===== config.mk =====
export PLATFORM = sky130hd
export DESIGN_NAME = lav_fifo
export DESIGN_NICKNAME = d
export VERILOG_FILES = /design/src/design/lav_pkg.sv /design/src/design/lav_fifo.sv
export SDC_FILE = /design/constraint.sdc
export NUM_CORES = 1
export LEC_CHECK = 0
export ABC_AREA = 1
export BUFFER_PORTS_ARGS = -buffer_cell sky130_fd_sc_hd__buf_2
export CORE_AREA = 5 5 224 226
export CTS_BUF_LIST = sky130_fd_sc_hd__clkbuf_8
export DETAILED_ROUTE_END_ITERATION = 10
export DIE_AREA = 0 0 229 231
export PLACE_DENSITY_LB_ADDON = 0.15
export SYNTH_ARGS = -nofsm -noshare
export SYNTH_HDL_FRONTEND = slang
export SYNTH_SLANG_ARGS = --single-unit

===== constraint.sdc =====
create_clock -name clk -period 15.8 [get_ports clk]
set_clock_uncertainty 0.1 [all_clocks]
set_input_delay 0 -clock clk [delete_from_list [all_inputs] [get_ports clk]]
set_output_delay 0 -clock clk [all_outputs]
set_load 0.02 [all_outputs]

===== src/design/lav_pkg.sv =====
// Shared constants, types and helpers for the look-at view matrix unit.
// No dependencies; the two interfaces aside, every other file imports this package.
package lav_pkg;

    localparam int FRAC_BITS = 16;
    // quotient bits of a normalize divide (result never exceeds 2^FRAC_BITS)
    localparam int QB  = FRAC_BITS + 1;
    localparam int QCW = $clog2(QB);
    localparam logic [31:0] ONE_Q = 32'(64'd1 << FRAC_BITS);

    localparam logic [4:0] OP_RC_LAST = 5'd5;
    localparam logic [4:0] OP_T_LAST  = 5'd20;
    localparam logic [4:0] OP_LAST    = 5'd26;
    localparam logic [3:0] ROW_LAST   = 4'd11;

    localparam logic signed [65:0] SAT_MAX = 66'sd2147483647;
    localparam logic signed [65:0] SAT_MIN = -66'sd2147483648;

    typedef enum logic [1:0] {K_VIEW, K_FULL, K_YAXIS} kind_t;

    typedef struct packed {
        logic [2:0][31:0] eye;
        logic [2:0][32:0] look;
        logic [2:0][31:0] up;
        logic             degen;
    } pose_t;

    typedef enum logic [2:0] {
        NS_IDLE, NS_FIND, NS_SHIFT, NS_SQUARE, NS_ROOT, NS_DIV_INIT, NS_DIV, NS_DONE
    } norm_state_t;

    typedef enum logic [2:0] {
        ES_IDLE, ES_NORM_LOOK, ES_MAC, ES_START_RC, ES_NORM_RC, ES_START_UP,
        ES_NORM_UP, ES_EMIT
    } eng_state_t;

    typedef enum logic [2:0] {V_UP, V_EYE, V_Z, V_X, V_Y, V_U} vec_t;
    typedef enum logic [2:0] {D_NONE, D_RC, D_Y, D_T, D_BZ} dest_t;

    typedef struct packed {
        vec_t       va;
        logic [1:0] ca;
        vec_t       vb;
        logic [1:0] cb;
        logic       first;
        logic       sub;
        dest_t      dest;
        logic [1:0] dc;
    } mac_op_t;

    typedef struct packed {
        logic full;
        logic empty;
    } fifo_status_t;

    function automatic mac_op_t mk(input vec_t va, input int ca, input vec_t vb,
                                   input int cb, input logic first, input logic sub,
                                   input dest_t d, input int dc);
        mac_op_t o;
        o.va    = va;
        o.ca    = 2'(ca);
        o.vb    = vb;
        o.cb    = 2'(cb);
        o.first = first;
        o.sub   = sub;
        o.dest  = d;
        o.dc    = 2'(dc);
        return o;
    endfunction

    // product schedule: rc = up x z, y = z x x, t = -axis.eye, bz = x x u
    function automatic mac_op_t op_decode(input logic [4:0] op);
        mac_op_t o;
        case (op)
            5'd0:  o = mk(V_UP, 1, V_Z, 2, 1'b1, 1'b0, D_NONE, 0);
            5'd1:  o = mk(V_UP, 2, V_Z, 1, 1'b0, 1'b1, D_RC, 0);
            5'd2:  o = mk(V_UP, 2, V_Z, 0, 1'b1, 1'b0, D_NONE, 0);
            5'd3:  o = mk(V_UP, 0, V_Z, 2, 1'b0, 1'b1, D_RC, 1);
            5'd4:  o = mk(V_UP, 0, V_Z, 1, 1'b1, 1'b0, D_NONE, 0);
            5'd5:  o = mk(V_UP, 1, V_Z, 0, 1'b0, 1'b1, D_RC, 2);
            5'd6:  o = mk(V_Z, 1, V_X, 2, 1'b1, 1'b0, D_NONE, 0);
            5'd7:  o = mk(V_Z, 2, V_X, 1, 1'b0, 1'b1, D_Y, 0);
            5'd8:  o = mk(V_Z, 2, V_X, 0, 1'b1, 1'b0, D_NONE, 0);
            5'd9:  o = mk(V_Z, 0, V_X, 2, 1'b0, 1'b1, D_Y, 1);
            5'd10: o = mk(V_Z, 0, V_X, 1, 1'b1, 1'b0, D_NONE, 0);
            5'd11: o = mk(V_Z, 1, V_X, 0, 1'b0, 1'b1, D_Y, 2);
            5'd12: o = mk(V_X, 0, V_EYE, 0, 1'b1, 1'b0, D_NONE, 0);
            5'd13: o = mk(V_X, 1, V_EYE, 1, 1'b0, 1'b0, D_NONE, 0);
            5'd14: o = mk(V_X, 2, V_EYE, 2, 1'b0, 1'b0, D_T, 0);
            5'd15: o = mk(V_Y, 0, V_EYE, 0, 1'b1, 1'b0, D_NONE, 0);
            5'd16: o = mk(V_Y, 1, V_EYE, 1, 1'b0, 1'b0, D_NONE, 0);
            5'd17: o = mk(V_Y, 2, V_EYE, 2, 1'b0, 1'b0, D_T, 1);
            5'd18: o = mk(V_Z, 0, V_EYE, 0, 1'b1, 1'b0, D_NONE, 0);
            5'd19: o = mk(V_Z, 1, V_EYE, 1, 1'b0, 1'b0, D_NONE, 0);
            5'd20: o = mk(V_Z, 2, V_EYE, 2, 1'b0, 1'b0, D_T, 2);
            5'd21: o = mk(V_X, 1, V_U, 2, 1'b1, 1'b0, D_NONE, 0);
            5'd22: o = mk(V_X, 2, V_U, 1, 1'b0, 1'b1, D_BZ, 0);
            5'd23: o = mk(V_X, 2, V_U, 0, 1'b1, 1'b0, D_NONE, 0);
            5'd24: o = mk(V_X, 0, V_U, 2, 1'b0, 1'b1, D_BZ, 1);
            5'd25: o = mk(V_X, 0, V_U, 1, 1'b1, 1'b0, D_NONE, 0);
            5'd26: o = mk(V_X, 1, V_U, 0, 1'b0, 1'b1, D_BZ, 2);
            default: o = mk(V_UP, 0, V_UP, 0, 1'b1, 1'b0, D_NONE, 0);
        endcase
        return o;
    endfunction

    // position of the highest set bit of a nonzero byte
    function automatic logic [2:0] msb8(input logic [7:0] b);
        logic [2:0] p;
        p = 3'd0;
        for (int i = 0; i < 8; i++) begin
            if (b[i]) p = 3'(i);
        end
        return p;
    endfunction

    // add half an LSB, arithmetic shift by FRAC_BITS, clamp to 32-bit signed
    function automatic logic [31:0] round_sat(input logic signed [65:0] v);
        logic signed [65:0] w;
        logic signed [65:0] s;
        w = v + (66'sd1 <<< (FRAC_BITS - 1));
        s = w >>> FRAC_BITS;
        if (s > SAT_MAX) return 32'h7FFFFFFF;
        if (s < SAT_MIN) return 32'h80000000;
        return s[31:0];
    endfunction

endpackage


===== src/design/lav_fifo.sv =====
// Two-entry queue of classified poses between front end and engine.
// Uses lav_pkg.
module lav_fifo (
    input  logic                  clk,
    input  logic                  rst_n,
    input  logic                  push,
    input  lav_pkg::pose_t        din,
    input  logic                  pop,
    output lav_pkg::pose_t        dout,
    output lav_pkg::fifo_status_t status
);
    import lav_pkg::*;

    pose_t      mem_reg [2];
    logic       wr_reg, wr_next;
    logic       rd_reg, rd_next;
    logic [1:0] cnt_reg, cnt_next;

    assign dout         = mem_reg[rd_reg];
    assign status.full  = (cnt_reg == 2'd2);
    assign status.empty = (cnt_reg == 2'd0);

    always_comb begin
        wr_next  = push ? !wr_reg : wr_reg;
        rd_next  = pop ? !rd_reg : rd_reg;
        cnt_next = cnt_reg + {1'b0, push} - {1'b0, pop};
    end

    always_ff @(posedge clk or negedge rst_n) begin
        if (!rst_n) begin
            wr_reg  <= 1'b0;
            rd_reg  <= 1'b0;
            cnt_reg <= 2'd0;
        end else begin
            wr_reg  <= wr_next;
            rd_reg  <= rd_next;
            cnt_reg <= cnt_next;
        end
    end

    always_ff @(posedge clk) begin
        if (push) mem_reg[wr_reg] <= din;
    end

endmodule


==> results of run 1 <==
cells in the mapped netlist (all sizes together):
| cell type | instances | area share |
|---|---|---|
| nor2 | 3 | 0.00052 |
| ha | 2 | 0.0011 |
| clkbuf | 2 | 0.00034 |
| o21ai | 292 | 0.067 |
| nand3 | 1 | 0.00023 |
| nand2 | 298 | 0.051 |
| buf | 63 | 0.020 |
| xor2 | 2 | 0.00080 |
| edfxtp | 584 | 0.80 |
| dfrtp | 4 | 0.0046 |
| inv | 299 | 0.051 |
stage by stage:
stage               area [um2]  setup WS (ns)
detailed placement       25200          12.35
global placement         25200          12.55
floorplan                21900           2.23
kinds of logic after synthesis:
| kind of cell | share of synthesized area |
|---|---|
| xor+xnor | 0.000802 |
| flops | 0.807 |
| compound gates | 0.0669 |
| buf+inv | 0.0722 |
| fa+ha+maj | 0.00114 |
| simple gates | 0.0519 |
==> impl_metrics.env, run 1 <==
export IMPL_yosys_warnings=0
export IMPL_io_pins=590
export IMPL_initial_core_util=0.454
export IMPL_die_x_um=229
export IMPL_run_status="aborted with a tool error"
export IMPL_routabilityCongestion=0.870
export IMPL_post_cts_setup_buffers=0
export IMPL_dpl_hpwl_um=38100
export IMPL_synthDistinctLibCells=14
export IMPL_err="[ERROR RSZ-0060] Max buffer count reached."
export IMPL_synthCells=1550
export IMPL_clkSinkCount=588
export IMPL_avgSynthCellArea_um2=14.1
export IMPL_placed_cells_incl_taps=2706
export IMPL_cts_max_level=3
export IMPL_die_h_um=231
export IMPL_clock_tree_root_cell="clkbuf_8"
export IMPL_cts_hold_fix_buffers=576
export IMPL_cts_buffers_inserted=95
export IMPL_ys_seq_area_frac=0.807
export IMPL_placementRows=81
export IMPL_cts_root_to_sink_buffers=3
export IMPL_synth_area_um2=21900
export IMPL_lastStage="clock tree synthesis (4_1_cts)"
export IMPL_postSynthRegisterBits=588
export IMPL_post_cts_gate_resize_count=0
export IMPL_port_buffers=589
export IMPL_syn_nets=1848
==> run 2, diff against run 1 <==
Settings changed: CORE_AREA 5 5 224 226 to default, CORE_MARGIN from default to 5, CORE_UTILIZATION from default to 37, CTS_BUF_LIST sky130_fd_sc_hd__clkbuf_8 to default, DIE_AREA 0 0 229 231 to default.
==> impl_metrics.env, run 2 <==
export IMPL_run_status="finished, final reports clean"
export IMPL_hold_depth=2
export IMPL_first_pass_grt_wire_length_um=85000
export IMPL_vias=14877
export IMPL_p_int_mw=3.35
export IMPL_hold_path_startpoint="din[66]"
export IMPL_design_die_area_um2=64000
export IMPL_synthCells=1550
export IMPL_ff2ff_path_depth=4
export IMPL_dp_worst_setup_slack_ns=11.55
export IMPL_max_clock_freq_mhz=207
export IMPL_synth_top_cells_by_area="edfxtp_1 80%, inv_1 5.1%, nand2_1 5.1%, o21ai_1 4.1%, o21ai_0 2.6%"
export IMPL_yosys_warnings=0
export IMPL_postSynthRegisterBits=588
export IMPL_post_route_worst_setup_slack_ns=10.96
export IMPL_drt_initial_drc_count=814
export IMPL_io_pins=590
export IMPL_worst_case_vdd_ir_drop_uv=112
export IMPL_pwr_density_cell_nw_per_um2=170
export IMPL_cts_root_to_sink_buffers=3
export IMPL_syn_nets=1848
export IMPL_synth_area_um2=21900
export IMPL_largest_register_ffs=584
export IMPL_area_growth_syn_to_layout_pct=43.0
export IMPL_first_pass_iters=5
export IMPL_grt_remaining_overflow=0
export IMPL_power_static_leakage_nw=13.2
export IMPL_synthArstFlopShare=0.00680
export IMPL_synthDistinctLibCells=14
export IMPL_synthDominantAreaCellType="edfxtp_1"
export IMPL_synth_most_common_cell="edfxtp_1"
export IMPL_post_cts_gate_resize_count=0
export IMPL_grt_antenna_before_repair=6
export IMPL_report_power_total_mw=5.32
export IMPL_final_core_util=0.532
export IMPL_cts_max_level=2
export IMPL_setup_tns_ns=0
export IMPL_critical_path_reg2reg_startpoint="wr_reg"
export IMPL_cts_tree="done"
export IMPL_report_final_hold_viol_count=0
export IMPL_p_sw_mw=1.97
export IMPL_placementRows=89
export IMPL_fillers=5071
export IMPL_crit_path_end_kind="output pin"
export IMPL_power_sequential_fraction=0.410
export IMPL_synth_edf_count=584
export IMPL_post_drt_wl_per_cell_um=17.2
export IMPL_synth_largest_type_area_fraction=0.802
export IMPL_total_grt_usage=0.171
export IMPL_worst_path_fanout_max=116
export IMPL_cts_reportedPaths_clkPinSlew_ns=0.06
export IMPL_layout_cells_most_common="buf_2"
export IMPL_slew_violations=0
export IMPL_timing_max_cap_violations=0
export IMPL_reg2reg_to="mem_reg[1][194]"
export IMPL_cts_buffers_inserted=60
export IMPL_routed_wl_um=58000
export IMPL_layout_nets=2844
export IMPL_ant_nets=0
export IMPL_drive_above_1_share=0.262
export IMPL_initial_core_util=0.372
export IMPL_timing_critical_path_required_ns=15.70
export IMPL_clk_insertion_delay_late_ns=0.60
export IMPL_die_x_um=253
export IMPL_cts_hold_fix_buffers=399
export IMPL_layout_cells_most_common_list="589 x buf_2, 584 x edfxtp_1, 399 x dlygate4sd3_1, 298 x inv_1, 298 x nand2_1"
export IMPL_combPwrFrac=0.341
export IMPL_slew_limit_headroom=0.0698
export IMPL_clkPwrFrac=0.249
export IMPL_port_buffers=589
export IMPL_clkSinkCount=588
export IMPL_tightestPinTransition_ns=1.40
export IMPL_vias_per_cell=4.41
export IMPL_rsz0062_at_grt="no"
export IMPL_routabilityCongestion=0.854
export IMPL_dpl_hpwl_um=39100
export IMPL_most_common_library_cells_after_synthesis="584 x edfxtp_1, 299 x inv_1, 298 x nand2_1"
export IMPL_avgSynthCellArea_um2=14.1
export IMPL_period_share=0.306
export IMPL_cp_data_arrival_time_ns=4.74
export IMPL_hold_class="in2reg"
export IMPL_worstHoldEndpoint="mem_reg[0][66]"
export IMPL_fp_coreArea_um2=58800
export IMPL_fin_crit_ns=4.84
export IMPL_postSynth_topFlopCell="edfxtp_1"
export IMPL_report_final_setup_viol=0
export IMPL_power_share_switching=0.370
export IMPL_clock_tree_root_cell="clkbuf_16"
export IMPL_remaining_drc_errors=0
export IMPL_first_global_vias=15293
export IMPL_r2r_slack_ns=12.37
export IMPL_grt_max_degree=160
export IMPL_critPathKind="reg2out"
export IMPL_die_h_um=253
export IMPL_ys_seq_area_frac=0.807
export IMPL_setup_worst_path_start_class="register"
export IMPL_post_cts_setup_buffers=0
==> run 2: cell counts after synthesis <==
Identical to the previous run, type by type.
==> run 2: how the worst max path moves through the flow <==
stage                      start       endpoint  slack, ns
after detailed placement  rd_reg      dout[195]      11.55
after global routing      rd_reg      dout[195]      10.50
after global placement    rd_reg      dout[182]      11.73
after floorplan           wr_reg  mem_reg[0][0]       2.23
final                     rd_reg      dout[195]      10.96
after CTS                 rd_reg      dout[195]      10.89
==> run 2: critical path, cell delays in order, from the launching register on <==
cell and delay, ns:
dfrtp_4 1.08, buf_4 0.70, buf_4 0.90, buf_4 0.87, nand2_1 0.15, o21ai_1 0.15, buf_2 0.20
==> run 2: per-layer routing <==
metal / vias up / share of wire / GRT usage
met5: - / 0.00022 / 0
met2: 497 / 0.51 / 0.305
met4: 2 / 0.049 / 0.0814
li1: 7258 / - / -
met1: 6963 / 0.36 / 0.187
met3: 157 / 0.078 / 0.0521
==> run 2: final cells by class <==
class | instances | area [um2] | share of cell area
Antenna cell | 5 | 12.5 | 0.000400
Clock buffer | 80 | 1600 | 0.0511
Clock inverter | 31 | 224 | 0.00717
Inverter | 299 | 1130 | 0.0361
Multi-Input combinational cell | 598 | 2650 | 0.0847
Sequential cell | 588 | 17600 | 0.564
Tap cell | 773 | 967 | 0.0309
Timing Repair Buffer | 999 | 7040 | 0.225
==> run 2: through the flow <==
step	area (um2)	instances	hold slack [ns]
after floorplan	21900	1550	-0.396
after global placement	25400	2858	-0.288
after detailed placement	25400	2858	-0.287
after CTS	31200	3368	0.0000188
after global routing	31300	3373	0.00365
final	31300	3373	0.0364
==> run 2: cell families (layout without fill, tap and decap cells) <==
group / Yosys count / after routing / share of synthesized area
other cells: 0 / 5 / 0
xor+xnor: 2 / 2 / 0.000802
fa+ha+maj: 2 / 2 / 0.00114
buf+inv: 364 / 1409 / 0.0722
flops: 588 / 588 / 0.807
compound gates: 292 / 292 / 0.0669
simple gates: 302 / 302 / 0.0519
==> run 2: power by group through the flow <==
stage                     logic (mW)  clock network [mW]  registers [mW]
after detailed placement        1.76                   0            2.21
after global routing            1.97                1.43            2.21
after global placement          1.75                   0            2.21
final                           1.82                1.32            2.18
after CTS                       1.85                1.36            2.18
after floorplan                 1.17                   0            2.28
Power figures use the tool's default switching activity.
==> run 3, diff against run 2 <==
Clock period 15.8 ns to 4.9 ns, I/O delays scaled along.
==> impl_metrics.env, run 3 (synthesis gave the netlist of run 2 again) <==
export IMPL_cp_cell_sequence="buf_12 > nand2_1 > o21ai_1 > buf_2"
export IMPL_cp_data_arrival_time_ns=2.84
export IMPL_dp_worst_setup_slack_ns=2.64
export IMPL_placementRows=89
export IMPL_run_status="finished, final reports clean"
export IMPL_layout_cells_most_common="buf_2"
export IMPL_whs_ns=0.0353
export IMPL_vias=14990
export IMPL_worst_path_fanout_max=151
export IMPL_routed_wl_um=59600
export IMPL_final_cell_area_um2=31500
export IMPL_report_power_total_mw=17.4
export IMPL_crit_path_end_kind="output pin"
export IMPL_port_buffers=589
export IMPL_vias_per_cell=4.43
export IMPL_remaining_drc_errors=0
export IMPL_report_final_hold_viol_count=0
export IMPL_cts_reportedPaths_clkPinSlew_ns=0.06
export IMPL_layout_nets=2851
export IMPL_ff2ff_path_depth=3
export IMPL_grt_max_degree=152
export IMPL_rsz0062_at_grt="no"
export IMPL_clk_insertion_delay_late_ns=0.60
export IMPL_hold_path_startpoint="din[225]"
export IMPL_path_delay_family="flip-flops"
export IMPL_worst_case_vdd_ir_drop_uv=397
export IMPL_place_area_um2=25600
export IMPL_crit_path_max_incr_delay_ns=1.09
export IMPL_cts_hold_fix_buffers=399
export IMPL_tightestPinTransition_ns=1.05
export IMPL_cts_buffers_inserted=60
export IMPL_timing_critical_path_required_ns=4.80
export IMPL_die_h_um=253
export IMPL_reg2reg_to="mem_reg[1][158]"
export IMPL_area_growth_syn_to_layout_pct=44.2
export IMPL_io_pins=590
export IMPL_placed_cells_incl_taps=2864
export IMPL_critPathKind="reg2out"
export IMPL_worstHoldEndpoint="mem_reg[1][225]"
export IMPL_initial_core_util=0.372
export IMPL_hold_class="in2reg"
export IMPL_slew_violations=0
export IMPL_first_pass_iters=5
export IMPL_grt_antenna_before_repair=8
export IMPL_period_share=0.599
export IMPL_max_clock_freq_mhz=341
export IMPL_routabilityCongestion=0.852
export IMPL_hold_depth=2
export IMPL_fp_coreArea_um2=58800
export IMPL_final_core_util=0.536
export IMPL_clkSinkCount=588
export IMPL_design_die_area_um2=64000
export IMPL_largest_register_ffs=584
export IMPL_report_final_setup_viol=0
export IMPL_total_grt_usage=0.178
export IMPL_finalNonFillerCells=3384
export IMPL_worst_path_max_delay_cell="dfrtp_4"
export IMPL_post_cts_gate_resize_count=0
export IMPL_first_global_vias=15700
export IMPL_first_pass_grt_wire_length_um=87800
export IMPL_ant_nets=0
export IMPL_post_drt_wl_per_cell_um=17.6
export IMPL_power_static_leakage_nw=13.3
export IMPL_fin_crit_ns=2.94
export IMPL_critical_path_buf_inv_count=2
export IMPL_grt_remaining_overflow=0
export IMPL_setup_tns_ns=0
export IMPL_layout_cells_most_common_list="589 x buf_2, 584 x edfxtp_1, 400 x dlygate4sd3_1, 298 x inv_1, 297 x nand2_1"
export IMPL_slew_limit_headroom=0.303
export IMPL_setup_worst_path_start_class="register"
export IMPL_critical_path_reg2reg_startpoint="wr_reg"
export IMPL_timing_max_cap_violations=0
export IMPL_dpl_hpwl_um=41100
export IMPL_post_route_worst_setup_slack_ns=1.96
export IMPL_r2r_slack_ns=2.68
export IMPL_pwr_density_cell_nw_per_um2=554
export IMPL_cts_tree="done"
export IMPL_clock_tree_root_cell="clkbuf_16"
export IMPL_post_cts_setup_buffers=0
export IMPL_cts_root_to_sink_buffers=3
export IMPL_drive_above_1_share=0.269
export IMPL_die_x_um=253
export IMPL_cts_max_level=2
export IMPL_drt_initial_drc_count=943
## run 3: cell types whose count changed in the layout (fill, tap and decap cells not counted), sizes merged
| cell | change |
|---|---|
| clkinv | +9 |
| buf | +6 |
| clkbuf | -5 |
| inv | -4 |
| clkinvlp | +2 |
| bufinv | +1 |
| diode | +1 |
| dlygate4sd3 | +1 |
## run 3: metal layers
| metal | vias up | GRT usage | wire (um) |
|---|---|---|---|
| li1 | 7264 | - | - |
| met1 | 7055 | 0.193 | 21300 |
| met2 | 509 | 0.313 | 30400 |
| met3 | 156 | 0.0535 | 4530 |
| met4 | 6 | 0.0972 | 3280 |
| met5 | - | 0 | 34 |
## run 3: worst max path at each step
stage / from / endpoint / slack (ns) / cells past startpoint
finish: rd_reg / dout[233] / 1.96 / 4
CTS: rd_reg / dout[110] / 1.95 / 4
floorplan: wr_reg / mem_reg[1][0] / -0.46 / 2
detailed placement: rd_reg / dout[110] / 2.64 / 4
global route: rd_reg / dout[242] / 1.73 / 4
global placement: rd_reg / dout[110] / 2.65 / 4
## run 3: where the power goes
group / switching (mW) / internal (mW)
Clock: 1.85 / 2.57
Sequential: 0.351 / 6.68
Combinational: 4.23 / 1.76
Total: 6.43 / 11.0
## run 3: layout make-up
| class | instances | area [um2] |
|---|---|---|
| fill | 5067 | 27300 |
| sequential | 588 | 17600 |
| timing repair buffer | 1006 | 7180 |
| multi-input combinational | 598 | 2650 |
| clock buffer | 75 | 1640 |
| inverter | 299 | 1130 |
| tap | 773 | 967 |
| clock inverter | 39 | 298 |
| antenna | 6 | 15.0 |
