<file path="src/design/lav_pkg.sv">
// Shared constants, types and helpers for the look-at view matrix unit.
// No dependencies; the two interfaces aside, every other file imports this package.
package lav_pkg;

    localparam int FRAC_BITS = 16;
    // quotient bits of a normalize divide (result never exceeds 2^FRAC_BITS)
    localparam int QB  = FRAC_BITS + 1;
    localparam int QCW = $clog2(QB);
    localparam logic [31:0] ONE_Q = 32'(64'd1 << FRAC_BITS);

    localparam logic [4:0] OP_RC_LAST = 5'd5;
    localparam logic [4:0] OP_T_LAST  = 5'd20;
    localparam logic [4:0] OP_LAST    = 5'd26;
    localparam logic [3:0] ROW_LAST   = 4'd11;

    localparam logic signed [65:0] SAT_MAX = 66'sd2147483647;
    localparam logic signed [65:0] SAT_MIN = -66'sd2147483648;

    typedef enum logic [1:0] {K_VIEW, K_FULL, K_YAXIS} kind_t;

    typedef struct packed {
        logic [2:0][31:0] eye;
        logic [2:0][32:0] look;
        logic [2:0][31:0] up;
        logic             degen;
    } pose_t;

    typedef enum logic [2:0] {
        NS_IDLE, NS_FIND, NS_SHIFT, NS_SQUARE, NS_ROOT, NS_DIV_INIT, NS_DIV, NS_DONE
    } norm_state_t;

    typedef enum logic [2:0] {
        ES_IDLE, ES_NORM_LOOK, ES_MAC, ES_START_RC, ES_NORM_RC, ES_START_UP,
        ES_NORM_UP, ES_EMIT
    } eng_state_t;

    typedef enum logic [2:0] {V_UP, V_EYE, V_Z, V_X, V_Y, V_U} vec_t;
    typedef enum logic [2:0] {D_NONE, D_RC, D_Y, D_T, D_BZ} dest_t;

    typedef struct packed {
        vec_t       va;
        logic [1:0] ca;
        vec_t       vb;
        logic [1:0] cb;
        logic       first;
        logic       sub;
        dest_t      dest;
        logic [1:0] dc;
    } mac_op_t;

    typedef struct packed {
        logic full;
        logic empty;
    } fifo_status_t;

    function automatic mac_op_t mk(input vec_t va, input int ca, input vec_t vb,
                                   input int cb, input logic first, input logic sub,
                                   input dest_t d, input int dc);
        mac_op_t o;
        o.va    = va;
        o.ca    = 2'(ca);
        o.vb    = vb;
        o.cb    = 2'(cb);
        o.first = first;
        o.sub   = sub;
        o.dest  = d;
        o.dc    = 2'(dc);
        return o;
    endfunction

    // product schedule: rc = up x z, y = z x x, t = -axis.eye, bz = x x u
    function automatic mac_op_t op_decode(input logic [4:0] op);
        mac_op_t o;
        case (op)
            5'd0:  o = mk(V_UP, 1, V_Z, 2, 1'b1, 1'b0, D_NONE, 0);
            5'd1:  o = mk(V_UP, 2, V_Z, 1, 1'b0, 1'b1, D_RC, 0);
            5'd2:  o = mk(V_UP, 2, V_Z, 0, 1'b1, 1'b0, D_NONE, 0);
            5'd3:  o = mk(V_UP, 0, V_Z, 2, 1'b0, 1'b1, D_RC, 1);
            5'd4:  o = mk(V_UP, 0, V_Z, 1, 1'b1, 1'b0, D_NONE, 0);
            5'd5:  o = mk(V_UP, 1, V_Z, 0, 1'b0, 1'b1, D_RC, 2);
            5'd6:  o = mk(V_Z, 1, V_X, 2, 1'b1, 1'b0, D_NONE, 0);
            5'd7:  o = mk(V_Z, 2, V_X, 1, 1'b0, 1'b1, D_Y, 0);
            5'd8:  o = mk(V_Z, 2, V_X, 0, 1'b1, 1'b0, D_NONE, 0);
            5'd9:  o = mk(V_Z, 0, V_X, 2, 1'b0, 1'b1, D_Y, 1);
            5'd10: o = mk(V_Z, 0, V_X, 1, 1'b1, 1'b0, D_NONE, 0);
            5'd11: o = mk(V_Z, 1, V_X, 0, 1'b0, 1'b1, D_Y, 2);
            5'd12: o = mk(V_X, 0, V_EYE, 0, 1'b1, 1'b0, D_NONE, 0);
            5'd13: o = mk(V_X, 1, V_EYE, 1, 1'b0, 1'b0, D_NONE, 0);
            5'd14: o = mk(V_X, 2, V_EYE, 2, 1'b0, 1'b0, D_T, 0);
            5'd15: o = mk(V_Y, 0, V_EYE, 0, 1'b1, 1'b0, D_NONE, 0);
            5'd16: o = mk(V_Y, 1, V_EYE, 1, 1'b0, 1'b0, D_NONE, 0);
            5'd17: o = mk(V_Y, 2, V_EYE, 2, 1'b0, 1'b0, D_T, 1);
            5'd18: o = mk(V_Z, 0, V_EYE, 0, 1'b1, 1'b0, D_NONE, 0);
            5'd19: o = mk(V_Z, 1, V_EYE, 1, 1'b0, 1'b0, D_NONE, 0);
            5'd20: o = mk(V_Z, 2, V_EYE, 2, 1'b0, 1'b0, D_T, 2);
            5'd21: o = mk(V_X, 1, V_U, 2, 1'b1, 1'b0, D_NONE, 0);
            5'd22: o = mk(V_X, 2, V_U, 1, 1'b0, 1'b1, D_BZ, 0);
            5'd23: o = mk(V_X, 2, V_U, 0, 1'b1, 1'b0, D_NONE, 0);
            5'd24: o = mk(V_X, 0, V_U, 2, 1'b0, 1'b1, D_BZ, 1);
            5'd25: o = mk(V_X, 0, V_U, 1, 1'b1, 1'b0, D_NONE, 0);
            5'd26: o = mk(V_X, 1, V_U, 0, 1'b0, 1'b1, D_BZ, 2);
            default: o = mk(V_UP, 0, V_UP, 0, 1'b1, 1'b0, D_NONE, 0);
        endcase
        return o;
    endfunction

    // position of the highest set bit of a nonzero byte
    function automatic logic [2:0] msb8(input logic [7:0] b);
        logic [2:0] p;
        p = 3'd0;
        for (int i = 0; i < 8; i++) begin
            if (b[i]) p = 3'(i);
        end
        return p;
    endfunction

    // add half an LSB, arithmetic shift by FRAC_BITS, clamp to 32-bit signed
    function automatic logic [31:0] round_sat(input logic signed [65:0] v);
        logic signed [65:0] w;
        logic signed [65:0] s;
        w = v + (66'sd1 <<< (FRAC_BITS - 1));
        s = w >>> FRAC_BITS;
        if (s > SAT_MAX) return 32'h7FFFFFFF;
        if (s < SAT_MIN) return 32'h80000000;
        return s[31:0];
    endfunction

endpackage

</file>
<file path="src/design/lav_pose_if.sv">
// Pose channel: valid/ready plus eye, target and up vectors.
// Depends on nothing.
interface lav_pose_if;
    logic               valid;
    logic               ready;
    logic signed [31:0] eye_x;
    logic signed [31:0] eye_y;
    logic signed [31:0] eye_z;
    logic signed [31:0] target_x;
    logic signed [31:0] target_y;
    logic signed [31:0] target_z;
    logic signed [31:0] up_in_x;
    logic signed [31:0] up_in_y;
    logic signed [31:0] up_in_z;

    modport source (output valid, eye_x, eye_y, eye_z, target_x, target_y, target_z,
                    up_in_x, up_in_y, up_in_z, input ready);
    modport sink (input valid, eye_x, eye_y, eye_z, target_x, target_y, target_z,
                  up_in_x, up_in_y, up_in_z, output ready);
endinterface

</file>
<file path="src/design/lav_front.sv">
// Front end: takes pose transactions, forms target - eye and flags
// degenerate poses, then pushes into the queue. Uses lav_pkg, lav_pose_if.
module lav_front (
    lav_pose_if.sink             pose,
    input  lav_pkg::fifo_status_t status,
    output logic                 push,
    output lav_pkg::pose_t       item
);
    import lav_pkg::*;

    logic [2:0][31:0] eye;
    logic [2:0][31:0] tgt;
    logic [2:0][31:0] up;

    assign eye = {pose.eye_z, pose.eye_y, pose.eye_x};
    assign tgt = {pose.target_z, pose.target_y, pose.target_x};
    assign up  = {pose.up_in_z, pose.up_in_y, pose.up_in_x};

    assign pose.ready = !status.full;
    assign push       = pose.valid && !status.full;

    always_comb begin
        item.eye = eye;
        item.up  = up;
        for (int i = 0; i < 3; i++) begin
            item.look[i] = {tgt[i][31], tgt[i]} - {eye[i][31], eye[i]};
        end
        item.degen = (item.look == '0) || (up == '0);
    end

endmodule

</file>
<file path="src/flat_wrapper.sv">
// flat-port wrapper written by rule: the top's interface ports become plain ports
module lav_front_flat import lav_pkg::*;
  (status, push, item, pose_valid, pose_eye_x, pose_eye_y, pose_eye_z, pose_target_x, pose_target_y, pose_target_z, pose_up_in_x, pose_up_in_y, pose_up_in_z, pose_ready);
  lav_pose_if pose_i ();
  input  lav_pkg::fifo_status_t status;
  output logic push;
  output lav_pkg::pose_t item;
  input wire logic [$bits(pose_i.valid)-1:0] pose_valid;
  input wire logic [$bits(pose_i.eye_x)-1:0] pose_eye_x;
  input wire logic [$bits(pose_i.eye_y)-1:0] pose_eye_y;
  input wire logic [$bits(pose_i.eye_z)-1:0] pose_eye_z;
  input wire logic [$bits(pose_i.target_x)-1:0] pose_target_x;
  input wire logic [$bits(pose_i.target_y)-1:0] pose_target_y;
  input wire logic [$bits(pose_i.target_z)-1:0] pose_target_z;
  input wire logic [$bits(pose_i.up_in_x)-1:0] pose_up_in_x;
  input wire logic [$bits(pose_i.up_in_y)-1:0] pose_up_in_y;
  input wire logic [$bits(pose_i.up_in_z)-1:0] pose_up_in_z;
  output wire logic [$bits(pose_i.ready)-1:0] pose_ready;
  assign pose_i.valid = pose_valid;
  assign pose_i.eye_x = pose_eye_x;
  assign pose_i.eye_y = pose_eye_y;
  assign pose_i.eye_z = pose_eye_z;
  assign pose_i.target_x = pose_target_x;
  assign pose_i.target_y = pose_target_y;
  assign pose_i.target_z = pose_target_z;
  assign pose_i.up_in_x = pose_up_in_x;
  assign pose_i.up_in_y = pose_up_in_y;
  assign pose_i.up_in_z = pose_up_in_z;
  assign pose_ready = pose_i.ready;
  lav_front u_core (.pose(pose_i), .status(status), .push(push), .item(item));
endmodule
</file>
<file path="config.mk">
export PLATFORM = sky130hd
export DESIGN_NAME = lav_front_flat
export DESIGN_NICKNAME = d
export VERILOG_FILES = /design/src/design/lav_pkg.sv /design/src/design/lav_pose_if.sv /design/src/design/lav_front.sv /design/src/flat_wrapper.sv
export SDC_FILE = /design/constraint.sdc
export NUM_CORES = 1
export LEC_CHECK = 0
export CAP_MARGIN = 10
export CORE_AREA = 2 2 229 231
export DETAILED_ROUTE_END_ITERATION = 8
export DIE_AREA = 0 0 231 233
export DONT_BUFFER_PORTS = 1
export MAX_ROUTING_LAYER = met4
export SYNTH_ARGS = -nofsm -noshare
export SYNTH_HDL_FRONTEND = slang
export SYNTH_SLANG_ARGS = --single-unit
</file>
<file path="constraint.sdc">
create_clock -name vclk -period 5.3
set_input_delay 0.265 -clock vclk [all_inputs]
set_output_delay 0.265 -clock vclk [all_outputs]
set_load 0.05 [all_outputs]
</file>
Yosys cells after proc, flatten, opt, wreduce, memory -nomap -nowiden
Index checks and enable logic that the tools add are counted.
Storage, ports and cells
  output and inout port bits: 294
  logic and storage cells: 8
  flip-flop bits (word level): 0
  input port bits: 291
Operators by class
  reduce and logical (&&, ||, !) cells: 5
  add/subtract/negate cells: 3
Operators by type and width (count)
  zero test 99 bit: 1
  subtractor 32 x 32 -> 33 bit: 3
  zero test 96 bit: 1
  logical AND 1 bit: 1
  zero test 1 bit: 1
  logical OR 1 bit: 1

Logic depth before layout (Yosys ltp)
Gate-level depths: netlist of the first run.
  depth in word-level cells: 3
  mapped depth: 13
  mapped depth without buffers: 13

Worst setup path before layout of the first run
OpenSTA, ideal clock, no wires.
  kind: in2out
  from: in pose_target_y[0]
  to: out item[0] in the netlist's numbering
  stages: 13
  arrival: 4.068 ns
  slack: 0.967 ns
  required time: 5.035 ns
  path buffers: 0
  path through: inv_1 > ha_1 > fa_1 > nand2b_1 > a21oi_2 > o21ai_2 > a2111oi_4 > nor4_1 > nand3b_1 > or4_1 > nor4_2 > nand4_1 > o31ai_2
RTL lines
  start, declared: line flat_wrapper.sv:13  | input wire logic [$bits(pose_i.target_y)-1:0] pose_target_y;
  end, declared: line flat_wrapper.sv:7  | output lav_pkg::pose_t item;

==> flow_metrics.tcl, run 1 <==
set metrics [dict create \
    rsz0062_at_grt "false" \
    path_cells "inv_1 > ha_1 > fa_1 > nand2b_1 > a211oi_2 > o21ai_0 > xnor2_2 > a21o_1 > a2111oi_0 > nand4b_1 > nor4_1 > buf_4 > nand4_1 > o31ai_2 > buf_4" \
    min_period_ns 4.64 \
    fp-row-count 83 \
    netlist_area_mm2 0.00841 \
    dieHeight_um 233 \
    postRouteAntennaNets 0 \
    drive_gt1_share_pct 10.8 \
    ioPinCount 585 \
    critPathSlowestCell "a2111oi_0" \
    wl_mm 52.7 \
    grtUsageTotal_pct 18.9 \
    worstMarginPinSlew_ns 1.15 \
    seq_cell_count 0 \
    synth.avg_cell_area_um2 6.69 \
    cts_hold_buf 0 \
    yosys_warnings 0 \
    fin_crit_sh_pct 87.6 \
    crit_type "primary input to primary output" \
    synthCells 1257 \
    route.detailed.drc 0 \
    synth.most_common_cell "buf_4" \
    seqCellArea_um2 0 \
    dieArea_mm2 0.0538 \
    grt_max_degree 14 \
    n_clock_buffer 0 \
    gp_congestion 0.965 \
    drtPass1Iterations 7 \
    dp_hpwl_mm 48.4 \
    setup_viol 0 \
    routedWlPerCell_um 29.3 \
    floorplan.core_area_mm2 0.0511 \
    critPathArrivalTime_ns 4.38 \
    overflow 0 \
    area_growth_pct -1.01 \
    required_ns 5.04 \
    yosys-top-cells-area "buf_4, ha_1, inv_1" \
    critPathCaptureType "primary output" \
    status "complete, no violations" \
    maxCapViolCount 0 \
    start_util_pct 16.5 \
    yosys.area.top_type "buf_4" \
    ys_types 83 \
    tns_ns 0 \
    slowest_delay_ns 0.50 \
    first_global_vias 8039 \
    antenna_found_initial 39 \
    grt_pass1_wl_mm 68.8 \
    synth_commonest_cells "buf_4, inv_1, a21oi_1" \
    ys_seq_area_share_pct 0 \
    timing.final.hold_violations 0 \
    max_freq_mhz 215 \
    worst_path_most_repeated_cell "buf_4" \
    start_kind "primary input" \
    synth.net_count 1647 \
    hold_class "primary input to primary output" \
    io_buffer_count 0 \
    path_max_fanout 4 \
    max_slew_margin_pct 23.2 \
    nets 1476 \
    vias_per_cell 4.95 \
    drtIter0Drc 630 \
    synth_top_area_share_pct 17.4 \
    hold_depth 0 \
    slew_viol_final 0 \
    vias 8892 \
    fp.dieW_um 231 \
]
## cells by family (layout without fill, tap and decap cells)
group                      count (synthesis)  count (layout)  share of synthesized area, %
and+or+nand+nor                          374             374                          23.6
xor gates and xnor gates                  61              61                          6.35
muxes                                      2               2                         0.238
AOI/OAI and AO/OA                        361             361                          29.2
buffers and inverters                    360             187                          25.6
adders and majority gates                 99              99                          15.0
other                                      0              33                             0
## per-stage QoR
step                      util, %  setup slack [ns]  cells  instance area, um2  hold WS (ns)
after global routing         16.3             0.242   1795                8320         0.530
after global placement       16.1             0.273   1764                8240         0.530
after detailed placement     16.1             0.242   1764                8240         0.530
after floorplan                 -             0.967   1257                8410         0.697
after CTS                    16.1             0.219   1764                8240         0.530
final                        16.3             0.657   1797                8330         0.530
## worst paths after layout
path                          from         to  slack, ns
setup / recovery  pose_target_z[0]    item[0]       0.66
hold / removal      pose_eye_x[21]  item[217]       0.53
## layout make-up
| class | count | area (um2) |
|---|---|---|
| inverters | 133 | 499 |
| fillers | 5982 | 42800 |
| well taps | 680 | 851 |
| diodes | 33 | 82.6 |
| multi-input cells | 897 | 6490 |
| repair buffers | 54 | 405 |
## repair_timing
item | 4_1_cts | 5_1_grt
gates resized for setup | 0 | 1
setup endpoints to repair | 0 | 1
setup buffers | 0 | 0
## critical path, delay by kind of cell
| family | cells | cell delay, ns |
|---|---|---|
| and+or+nand+nor | 4 | 0.99 |
| buffers and inverters | 3 | 0.47 |
| adders and majority gates | 2 | 0.61 |
| xor gates and xnor gates | 1 | 0.34 |
| AOI/OAI and AO/OA | 5 | 1.70 |
## layout by cell type (no fill, tap or decap), drive strengths merged, types with 6 or more instances in the layout
cell type,instances
xnor2,35
o31ai,8
o21bai,8
o21a,20
nand2,85
ha,96
a21o,38
o21ai,66
nor2b,16
nor3,27
and3,10
nor2,70
xor2,26
a31oi,14
buf,54
or4,6
nand4,31
diode,33
inv,133
or3,18
a2111oi,8
and2,18
a211oi,15
o211ai,17
nand2b,11
a21boi,11
a21oi,102
nor4,34
nand3,24
## layer usage
layer / part of all wire [%] / up-vias / track usage (%) / wire, um
li1: - / 4009 / - / -
met1: 37 / 4220 / 20.4 / 19400
met2: 50 / 578 / 32.8 / 26500
met3: 8.7 / 85 / 4.84 / 4610
met4: 4.1 / 0 / 8.63 / 2180
met5: 0 / - / - / 0
==> inputs of run 2 (changes only) <==
Settings changed: CELL_PAD_IN_SITES_DETAIL_PLACEMENT set to 1, CELL_PAD_IN_SITES_GLOBAL_PLACEMENT set to 1, PLACE_DENSITY_LB_ADDON set to 0.1.
==> run 2 against run 1 <==
Net effect:
- non-clock buffer count increased by 3
- global-route usage decreased by 1.4 points
- first-iteration DRC count down 45%
- critical path depth down 1
- worst hold slack about the same
==> flow_metrics.tcl, run 2 (synthesis gave the netlist of run 1 again) <==
set metrics [dict create \
    critPathArrivalTime_ns 4.38 \
    start_util_pct 16.5 \
    path_max_fanout 6 \
    area_growth_pct -1.93 \
    pwr-share-comb_pct 100.0 \
    cts_setup_buffers 0 \
    post_cts_resize_count 0 \
    power_leakage_nw 3.54 \
    switching_share_pct 74.0 \
    seq_cell_count 0 \
    layout_commonest_cell "inv_1" \
    design_area_mm2 0.00825 \
    dp_hpwl_mm 43.6 \
    route.detailed.drc 0 \
    power_density_mw_per_mm2 220 \
    overflow 0 \
    rsz0062_at_grt "false" \
    fin_util_pct 16.1 \
    p_seq_share_pct 0 \
    fp-row-count 83 \
    maxCapViolCount 0 \
    nets 1479 \
    path_cells "inv_1 > ha_1 > fa_1 > nand2b_1 > a21oi_2 > o2111ai_1 > a2111oi_0 > o31ai_1 > a211oi_1 > nand4b_1 > nor4_1 > nand4_1 > o31ai_2 > buf_4" \
    timing.final.hold_violations 0 \
    max_slew_margin_pct 20.5 \
    grtUsageTotal_pct 17.5 \
    ioPinCount 585 \
    vias 8440 \
    slew_viol_final 0 \
    grt_max_degree 14 \
    postRouteAntennaNets 0 \
    drtPass1Iterations 4 \
    tns_ns 0 \
    pre_cts_ws_ns 0.480 \
    drtIter0Drc 346 \
    crit_type "primary input to primary output" \
    pwr-share-clk_pct 0 \
    power.internal_mw 0.472 \
    wl_mm 47.7 \
    final_cell_mix "inv_1, a21oi_1, ha_1, nand2_1, nor2_1" \
    required_ns 5.04 \
    setup_viol 0 \
    vdd_drop_max_mv 0.0766 \
    status "complete, no violations" \
    gp_congestion 0.807 \
    seqCellArea_um2 0 \
    antenna_found_initial 19 \
    critPathCaptureType "primary output" \
    n_clock_buffer 0 \
    fin_total_pwr_mw 1.82 \
    floorplan.core_area_mm2 0.0511 \
    max_freq_mhz 215 \
    io_buffer_count 0 \
    vias_per_cell 4.73 \
    fp.dieW_um 231 \
    fin_hold_ws_ns 0.530 \
    cts_hold_buf 0 \
    start_kind "primary input" \
    fin_crit_sh_pct 87.6 \
    p_sw_mw 1.35 \
    min_period_ns 4.64 \
    slowest_delay_ns 0.56 \
    dieHeight_um 233 \
    routedWlPerCell_um 26.7 \
    dpl_cell_area_mm2 0.00820 \
    placedCellCount 1767 \
    dieArea_mm2 0.0538 \
    grt_pass1_wl_mm 66.6 \
    n_fill_cell 6349 \
    critPathSlowestCell "a2111oi_0" \
    drive_gt1_share_pct 10.1 \
    setup_ws_ns 0.658 \
    worstMarginPinSlew_ns 1.18 \
    layout.cells.non_filler 1786 \
    first_global_vias 8991 \
    hold_class "primary input to primary output" \
]
[run 2: worst max-delay path: cells and delay by family]
kind	cells	cell delay (ns)
fa+ha+maj	2	0.63
simple gates	4	1.06
compound gates	6	2.12
buf+inv	2	0.28
[run 2: worst paths after layout]
path                        startpoint       end  slack, ns  cells past startpoint
worst max-delay path  pose_target_y[0]   item[0]       0.66                     14
worst min-delay path  pose_up_in_x[23]  item[24]       0.53                      0
[run 2: final cells by class]
cell class,count,area [um2],area share (%)
Multi-Input combinational cell,897,6420,77.8
Tap cell,680,851,10.3
Inverter,133,499,6.05
Timing Repair Buffer,57,435,5.28
Antenna cell,19,47.5,0.576
[run 2: metal layers]
| metal | share of wire (%) | vias to the layer above | GRT usage (%) |
|---|---|---|---|
| met2 | 55 | 307 | 33.4 |
| met1 | 37 | 4101 | 17.9 |
| li1 | - | 3997 | - |
| met4 | 2.2 | 0 | 4.11 |
| met3 | 6.1 | 35 | 4.25 |
| met5 | 0 | - | - |
[run 2: power groups by stage]
| stage | Sequential (mW) | Combinational (mW) | Clock (mW) |
|---|---|---|---|
| 2_1_floorplan | 0 | 1.67 | 0 |
| 3_3_place_gp | 0 | 1.86 | 0 |
| 3_5_place_dp | 0 | 1.86 | 0 |
| 4_1_cts | 0 | 1.86 | 0 |
| 6_report | 0 | 1.82 | 0.0000000191 |
Note: power is estimated with default switching activity, not from simulation.
==> inputs of run 3 (changes only) <==
--- a/config.mk
+++ b/config.mk
@@ -14,4 +14,6 @@
 export DONT_BUFFER_PORTS = 1
+export GPL_TIMING_DRIVEN = 0
 export MAX_ROUTING_LAYER = met4
 export PLACE_DENSITY_LB_ADDON = 0.1
+export REMOVE_ABC_BUFFERS = 1
 export SYNTH_ARGS = -nofsm -noshare
==> constraint.sdc (replaced) <==
create_clock -name vclk -period 5.3
set_input_delay 1.06 -clock vclk [all_inputs]
set_output_delay 1.06 -clock vclk [all_outputs]
set_load 0.05 [all_outputs]
==> run 3 against run 2 <==
Net effect:
- the run now ends with setup timing left
- flip-flop and latch count stayed put
- non-clock buffer count is 4 lower
- via count up 2.0%
- first-iteration DRC count rose by 3.2%
- final area rose by 6.1%
- maximum frequency is 26% lower
==> flow_metrics.tcl, run 3 (synthesis gave the netlist of run 1 again) <==
set metrics [dict create \
    final_cell_mix "inv_1, a21oi_1, ha_1, nand2_1, nor2_1" \
    dieHeight_um 233 \
    status "finished, violations left" \
    required_ns 4.24 \
    drive_gt1_share_pct 13.0 \
    worstMarginPinSlew_ns 1.31 \
    route.detailed.drc 0 \
    slew_viol_final 0 \
    min_period_ns 6.29 \
    fp-row-count 83 \
    setup_viol 1 \
    drtPass1Iterations 4 \
    dieArea_mm2 0.0538 \
    vias_per_cell 4.81 \
    wl_mm 52.8 \
    antenna_found_initial 25 \
    nets 1475 \
    gp_congestion 0.958 \
    postRouteAntennaNets 0 \
    multi_input_area_mm2 0.00691 \
    area_growth_pct 4.09 \
    n_fill_cell 6255 \
    maxCapViolCount 0 \
    ioPinCount 585 \
    timing.final.hold_violations 0 \
    fin_crit_sh_pct 119 \
    max_freq_mhz 159 \
    vias 8607 \
    critPathArrivalTime_ns 5.23 \
    setup_ws_ns -0.993 \
    start_util_pct 16.5 \
    n_clock_buffer 0 \
    cts_hold_buf 0 \
    layout_commonest_cell "inv_1" \
    dp_hpwl_mm 47.5 \
    grtUsageTotal_pct 19.2 \
    hold_class "primary input to primary output" \
    routedWlPerCell_um 29.5 \
    seqCellArea_um2 0 \
    seq_cell_count 0 \
    start_kind "primary input" \
    tns_ns -0.993 \
    overflow 0 \
    max_slew_margin_pct 11.9 \
    first_global_vias 9044 \
    rsz0062_at_grt "true" \
    violations "setup timing" \
    crit_type "primary input to primary output" \
    critPathCaptureType "primary output" \
    floorplan.core_area_mm2 0.0511 \
    fp.dieW_um 231 \
    grt_max_degree 14 \
    path_max_fanout 8 \
    io_buffer_count 0 \
    grt_pass1_wl_mm 72.3 \
    drtIter0Drc 357 \
]
[run 3: cell types whose count changed in the layout (fill, tap and decap cells not counted), sizes merged]
cell	change
diode	+6
clkbuf	+2
buf	-6
[run 3: final timing paths]
| check | slack [ns] | start | cells after the start | to |
|---|---|---|---|---|
| max | -0.99 | pose_eye_x[17] | 12 | item[0] |
| min | 2.12 | pose_eye_x[0] | 0 | item[196] |
[run 3: through the flow]
step,instances,hold slack (ns),worst slack [ns],utilization [%],instance area [um2]
2_1_floorplan,1030,2.12,-0.623,-,6760
3_3_place_gp,1710,2.12,-3.37,14.9,7610
3_5_place_dp,1751,2.12,-3.08,15.9,8120
4_1_cts,1758,2.12,-1.11,16.7,8520
5_1_grt,1786,2.12,-1.15,17.1,8750
6_report,1788,2.12,-0.993,17.1,8760
[run 3: final cells by class]
| class | instances | share of cell area, % |
|---|---|---|
| Multi-Input combinational cell | 897 | 78.9 |
| Tap cell | 680 | 9.72 |
| Antenna cell | 25 | 0.714 |
| Inverter | 133 | 5.79 |
| Timing Repair Buffer | 53 | 4.93 |
[run 3: routing by layer]
metal  vias to the layer above  track usage [%]  share of wire (%)
li1                       3992                -                  -
met1                      4167             21.0                 39
met2                       390             33.3                 50
met3                        58             4.75                7.3
met4                         0             7.92                4.3
met5                         -                -                  0
[run 3: what timing repair did]
action	in CTS	in global routing
setup buffers	7	0
gates resized for setup	62	24
setup endpoints to repair	11	6
cloned	0	0
pin swaps	18	11
[run 3: worst max-delay path, cell delays in order]
cell and delay (ns):
inv_1 0.02, ha_1 0.39, a21oi_1 0.40, o211ai_1 0.18, a21boi_0 0.41, o221ai_1 0.28, a21oi_4 0.45, nand3b_1 0.15
o311a_1 0.36, a2111oi_0 0.49, nand4b_1 0.34, o31ai_4 0.68
